File: config.mk
export PLATFORM = sky130hd
export DESIGN_NAME = lpba_queue
export DESIGN_NICKNAME = d
export VERILOG_FILES = /design/src/sv/lpba_pkg.sv /design/src/sv/lpba_queue.sv
export SDC_FILE = /design/constraint.sdc
export NUM_CORES = 1
export LEC_CHECK = 0
export BUFFER_PORTS_ARGS = -buffer_cell sky130_fd_sc_hd__buf_4
export CAP_MARGIN = 5
export CORE_MARGIN = 10
export CORE_UTILIZATION = 30
export CTS_CLUSTER_SIZE = 8
export DETAILED_ROUTE_END_ITERATION = 6
export PLACE_DENSITY = 0.57
export SYNTH_ARGS = -nofsm -noshare
export SYNTH_HDL_FRONTEND = slang
export SYNTH_SLANG_ARGS = --single-unit
File: constraint.sdc
create_clock -name i_clk -period 9.4 [get_ports i_clk]
set_input_delay 0.94 -clock i_clk [delete_from_list [all_inputs] [get_ports i_clk]]
set_output_delay 0.94 -clock i_clk [all_outputs]
set_load 0.05 [all_outputs]
File: src/sv/lpba_pkg.sv
`timescale 1ns / 1ps
package lpba_pkg;

    localparam int MAX_BOXES_DEF  = 16;
    localparam int PIXEL_BITS_DEF = 12;
    localparam int NUM_COEFFS     = 12;
    localparam int MAC_STEPS      = 9;

    localparam logic [4:0]  BOX_COUNT_RESET = 5'd0;
    localparam logic [9:0]  SHRINK_RESET    = 10'd100;
    localparam logic [9:0]  SHRINK_MAX      = 10'd999;
    localparam logic [22:0] RECIP_1000      = 23'd4294967;

    localparam logic REG_BOX_COUNT = 1'b0;
    localparam logic REG_SHRINK    = 1'b1;

    typedef enum logic [1:0] {
        OP_POINT = 2'd0,
        OP_COEFF = 2'd1,
        OP_BOX   = 2'd2
    } t_op;

    typedef enum logic [2:0] {
        B_IDLE,
        B_MAC,
        B_DIVSET,
        B_DIV,
        B_SCAN,
        B_DONE
    } t_bstate;

    typedef struct packed {
        t_op                op;
        logic [3:0]         idx;
        logic signed [15:0] x;
        logic signed [15:0] y;
        logic signed [15:0] z;
        logic signed [31:0] coeff;
        logic [11:0]        left;
        logic [11:0]        top;
        logic [11:0]        width;
        logic [11:0]        height;
    } t_req;

    typedef struct packed {
        logic [4:0] box_count;
        logic [9:0] shrink;
    } t_cfg;

    typedef struct packed {
        logic               assigned;
        logic [3:0]         box_index;
        logic [4:0]         count;
        logic signed [15:0] u;
        logic signed [15:0] v;
        logic               behind;
    } t_res;

    // row-major coefficient index for each multiply step, column 3 excluded
    function automatic logic [3:0] mac_coef_idx(input logic [3:0] step);
        logic [3:0] r;
        case (step)
            4'd0: r = 4'd0;
            4'd1: r = 4'd1;
            4'd2: r = 4'd2;
            4'd3: r = 4'd4;
            4'd4: r = 4'd5;
            4'd5: r = 4'd6;
            4'd6: r = 4'd8;
            4'd7: r = 4'd9;
            4'd8: r = 4'd10;
            default: r = 4'd0;
        endcase
        return r;
    endfunction

endpackage

File: src/sv/lpba_queue.sv
`timescale 1ns / 1ps
module lpba_queue
    import lpba_pkg::*;
(
    input  logic i_clk,
    input  logic i_rst_n,
    input  logic i_push,
    input  t_req i_req,
    output logic o_full,
    output logic o_valid,
    input  logic i_pop,
    output t_req o_req
);

    t_req       r_mem [2];
    logic       r_wp;
    logic       r_rp;
    logic [1:0] r_cnt;

    logic c_push;
    logic c_pop;

    assign o_full  = (r_cnt == 2'd2);
    assign o_valid = (r_cnt != 2'd0);
    assign o_req   = r_mem[r_rp];
    assign c_push  = i_push && !o_full;
    assign c_pop   = i_pop && o_valid;

    always_ff @(posedge i_clk) begin
        if (!i_rst_n) begin
            r_wp  <= 1'b0;
            r_rp  <= 1'b0;
            r_cnt <= 2'd0;
        end else begin
            if (c_push) r_wp <= ~r_wp;
            if (c_pop) r_rp <= ~r_rp;
            r_cnt <= r_cnt + 2'(c_push) - 2'(c_pop);
        end
    end

    always_ff @(posedge i_clk) begin
        if (c_push) r_mem[r_wp] <= i_req;
    end

endmodule

After elaboration in Yosys (flattened, before gate mapping)
Memory sizes are Yosys's and may differ from the RTL's. A register that Yosys moved wholly into a read port is not among the register bits.
Index checks and enable logic that the tools add are counted.
Widths: inputs -> output; s select.
{ "op_classes": {"add_sub_neg": 2, "eq_ne": 1, "mux": 4, "bitwise_logic": 2, "n_reduce_logical": 4} }
{ "ops": {"columns": ["op", "n"], "rows": [
  ["$mux 1", 4],
  ["$add 2x1->2", 1],
  ["$eq 2x2->1 const B", 1],
  ["$logic_and 1x1->1", 2],
  ["$not 1->1", 2],
  ["$reduce_bool 2->1", 1],
  ["$sub 2x1->2", 1],
  ["$logic_not 1->1", 1]
]} }
{ "word_totals": {"register_bits": 4, "ram_bits": 268, "inputBits": 138, "output_inout_bits": 136, "wordCells": 17, "n_memories": 1} }
{ "memory_table": {"columns": ["memory", "depth", "word_bits", "read_ports", "rd_ports_with_merged_regs", "wr", "line", "text"], "rows": [
  ["r_mem", 2, 134, 1, 1, 1, "lpba_queue.sv:15", "t_req r_mem [2];"]
]} }

Longest topological paths before layout
{ "logic_depth": {"word_depth": 5, "depth_mapped": 8, "depth_no_buf": 8} }

Worst setup path after synthesis
OpenSTA, ideal clock, no wires.
{ "synth_timing": {"kind": "input-to-reg", "start": "input i_push", "end": "memory r_mem[0][0] (netlist name) (enable)", "setup_time_ps": 629, "t_arrival_ps": 6600, "required_time_ps": 8771, "slack_ps": 2171, "stages": 2, "n_path_buf": 0, "cell_sequence": "nand2_1 nor2_1"} }
{ "synth_via": {"elab_chain_cells": 3} }
{ "synth_lines": {"columns": ["item", "line", "text"], "rows": [
  ["start, declared", "lpba_queue.sv:7", "input logic i_push,"],
  ["$logic_and 1x1->1", "lpba_queue.sv:26", "assign c_push = i_push && !o_full;"],
  ["$mux 1", "lpba_queue.sv:42", "if (c_push) r_mem[r_wp] <= i_req;"],
  ["$mux 1 (not written as such)", "lpba_queue.sv:42", null],
  ["end, declared", "lpba_queue.sv:15", null]
]} }
No other way between the ends.

==> metrics.md <==
| Metric | Value |
|---|---|
| Arrival @ worst endpoint | 2.81 ns |
| Clock Skews | 0.00873 ns |
| Fraction of the cycle the final worst path needs | 39.9% |
| Type of origin of the critical path | flop |
| Setup Total Neg Slack | 0 ns |
| Initial Util | 30.3% |
| Gate Count Post-Synth | 443 |
| Area contributors post-synth | edfxtp_1 79%, mux2_4 8.9%, mux2_2 8.2% |
| Standard cell core area | 33400 sq um |
| Pre-Repair DR Iteration Count | 4 |
| Status | finished, final reports clean |
| Critical Path Max Stage Delay | 0.83 ns |
| Final core utilization | 41.1% |
| Fraction of synthesis flops using an asynchronous set or reset pin | 0% |
| Total gr overflow | 0 |
| Overall die width | 204 um |
| Top cell type's share of synthesized area | 79.4% |
| H-tree depth reported by CTS | 2 |
| Maximum number of pins on one net before global-route repair | 73 |
| Site Rows | 67 |
| Number of clock sinks | 273 |
| Setup repair bufs after CTS | 0 |
| Worst hold path class | flop to flop |
| Area growth from synthesis to layout | 35.5% |
| Library cell used as clock root buffer | clkbuf_16 |
| Vias in the first global route | 5477 |
| Average via count per standard cell | 4.19 |
| Library cell contributing the largest single delay on the critical path | buf_4 |
| Number of synthesized flops with an enable pin | 268 |
| Final routed DRC violation total | 0 |
| Number of I/O port buffers | 273 |
| Final WL | 22.3 mm |
| Distinct cell type count after synthesis | 18 |
| Resize count post-CTS | 0 |
| Number of warnings reported in the yosys synthesis log | 0 |
| Synthesized area divided by synthesized cell count | 22.9 sq um |
| Critical path type | flop to primary output |
| Clock Tree Buf Depth | 3 |
| ANT nets after route | 0 |
| Post-synth top flop | edfxtp_1 |
| Final-layout fill cell count | 3006 |
| Wire length of the first global-routing pass | 33.1 mm |
| Cell taking the most area after synthesis | edfxtp_1 |
| Top-Level Pins | 274 |
| Leakage | 5.18 nW |
| Endpoints failing setup | 0 |
| Synthesized flop and latch total | 273 |
| Die height | 204 um |
| Post-route minimum period | 3.75 ns |
| Worst slew margin | 28.8% |
| Iteration-0 DRC Markers | 221 |
| Largest fanout on the critical path | 68 |
| Post-layout nets | 888 |
| Most frequent cell on the critical path | buf_4 |
| Areal power density over the cells | 313 nW/um^2 |
| Cell-by-cell trace of the critical path | buf_4 -> mux2_2 -> buf_4 |
| Antenna violations before repair | 0 |
| Final number of max-transition violations | 0 |
| Data required time of the worst path | 8.46 ns |
| Peak VDD IR | 0.186 mV |
| Number of max-cap violations | 0 |
| Worst slew pin tran | 1.07 ns |
| Setup repair after global routing missed its margin | false |
| Post-synthesis net count | 583 |
| CTS tree | built |
| Clock-pin slew reported for the worst setup and hold paths after clock tree synthesis | 0.05 ns |
| Inserted Clock Buffers | 40 |
| Share of synthesized area occupied by flip-flops and latches | 80.3% |
| Post-Synthesis Cell Area | 10100 sq um |
| Fraction of layout instances using a drive strength above 1 | 60.6% |
| Top Family by Delay on Critical Path | buffers and inverters |
| Aggregate global-route resource usage | 10.3% |
| Floorplan die area | 41600 sq um |
| Placer's final routability congestion estimate | 0.673 |
| Sort of element at the end of the critical path | primary output |
| Skew-Pair Late Insertion Delay | 0.50 ns |
| Number of hold-slack violations in the final timing report | 0 |
| CTS Hold Bufs | 0 |
| Vias | 5044 |
| Final routed wire length divided by cell count | 18.5 um |
| Buffer and inverter count on the worst path | 2 |
| DPL Wire Length | 15.0 mm |
| F_max | 267 MHz |
[kinds of logic (layout without fill, tap and decap cells)]
group,Yosys count,count (layout),synth area share (%)
AOI/OAI and AO/OA,1,1,0.0741
xor gates and xnor gates,3,3,0.259
adders and majority gates,2,2,0.247
buffers and inverters,18,331,1.34
DFF,273,273,80.3
muxes,135,135,17.2
other,0,1,0
and+or+nand+nor,11,11,0.531
[metrics by stage]
| step | total power [mW] | area, sq um | worst slack, ns | std cells | hold WS (ns) |
|---|---|---|---|---|---|
| finish | 4.30 | 13700 | 5.65 | 1205 | 0.512 |
| global placement | 3.12 | 12700 | 5.97 | 1154 | 0.499 |
| floorplan | 2.71 | 10100 | 2.17 | 443 | 0.455 |
| global route | 4.49 | 13700 | 5.48 | 1204 | 0.539 |
| detailed placement | 3.13 | 12700 | 5.97 | 1154 | 0.506 |
| CTS | 4.38 | 13700 | 5.58 | 1204 | 0.518 |
[final timing paths]
kind	startpoint	endpoint	slack, ns	cells past startpoint
hold reg to reg	r_rp	r_rp	0.51	2
setup / recovery	flop	o_req[36]	5.65	3
setup reg to reg	r_cnt[0]	r_mem[0][96]	6.52	5
hold / removal	r_rp	r_rp	0.51	2
[worst register-to-register path, cell delays in order, from the launching register on]
cell      delay [ns]
dfxtp_1         0.36
nand2b_1        0.16
nand2_1         0.15
nor2_4          0.10
buf_4           0.66
buf_4           0.98
[cell usage after synthesis, drive strengths merged, types with 2 or more instances]
cell type	count
buf	15
nand2	2
edfxtp	268
nand2b	2
xnor2	2
inv	3
nor2	4
ha	2
mux2	134
dfxtp	5
[registers in the layout (all words and copies together) (netlist names), named ones only]
name,count
r_rp,1
r_cnt,2
r_mem,268
r_wp,1
[area by class of cell]
class                   instances  area, sq um  area share [%]
clock inverters                 2         11.3          0.0819
clock buffers                  48         1050            7.66
diodes                          1         2.50          0.0182
repair buffers                278         2090            15.2
inverters                       3         11.3          0.0819
flip-flops and latches        273         8150            59.3
well taps                     448          561            4.08
multi-input cells             152         1870            13.6
[power breakdown]
| group | total (mW) | switching [mW] | internal (mW) | leakage (nW) |
|---|---|---|---|---|
| sequential | 1.59 | 0.0538 | 1.54 | 2.55 |
| clock | 1.23 | 0.457 | 0.770 | 0.515 |
| combinational | 1.48 | 0.974 | 0.507 | 2.12 |
[layout by cell type, fill, tap and decap left out, drive strengths merged]
cell type	Yosys	final
o21a	1	1
mux2i	1	1
ha	2	2
or2	1	1
mux2	134	134
nor2	4	4
inv	3	3
buf	15	278
clkbuf	0	48
clkinvlp	0	1
dfxtp	5	5
and2	1	1
edfxtp	268	268
diode	0	1
and3	1	1
xnor2	2	2
nand2	2	2
nand2b	2	2
clkinv	0	1
xor2	1	1
[routing by layer]
layer | vias to the layer above | part of all wire [%] | track usage (%)
li1 | 2354 | - | -
met1 | 2445 | 41 | 12.3
met3 | 45 | 10 | 4.69
met5 | - | 0 | 0
met4 | 0 | 2.6 | 3.70
met2 | 200 | 47 | 16.0
(Power assumes the default switching activity.)
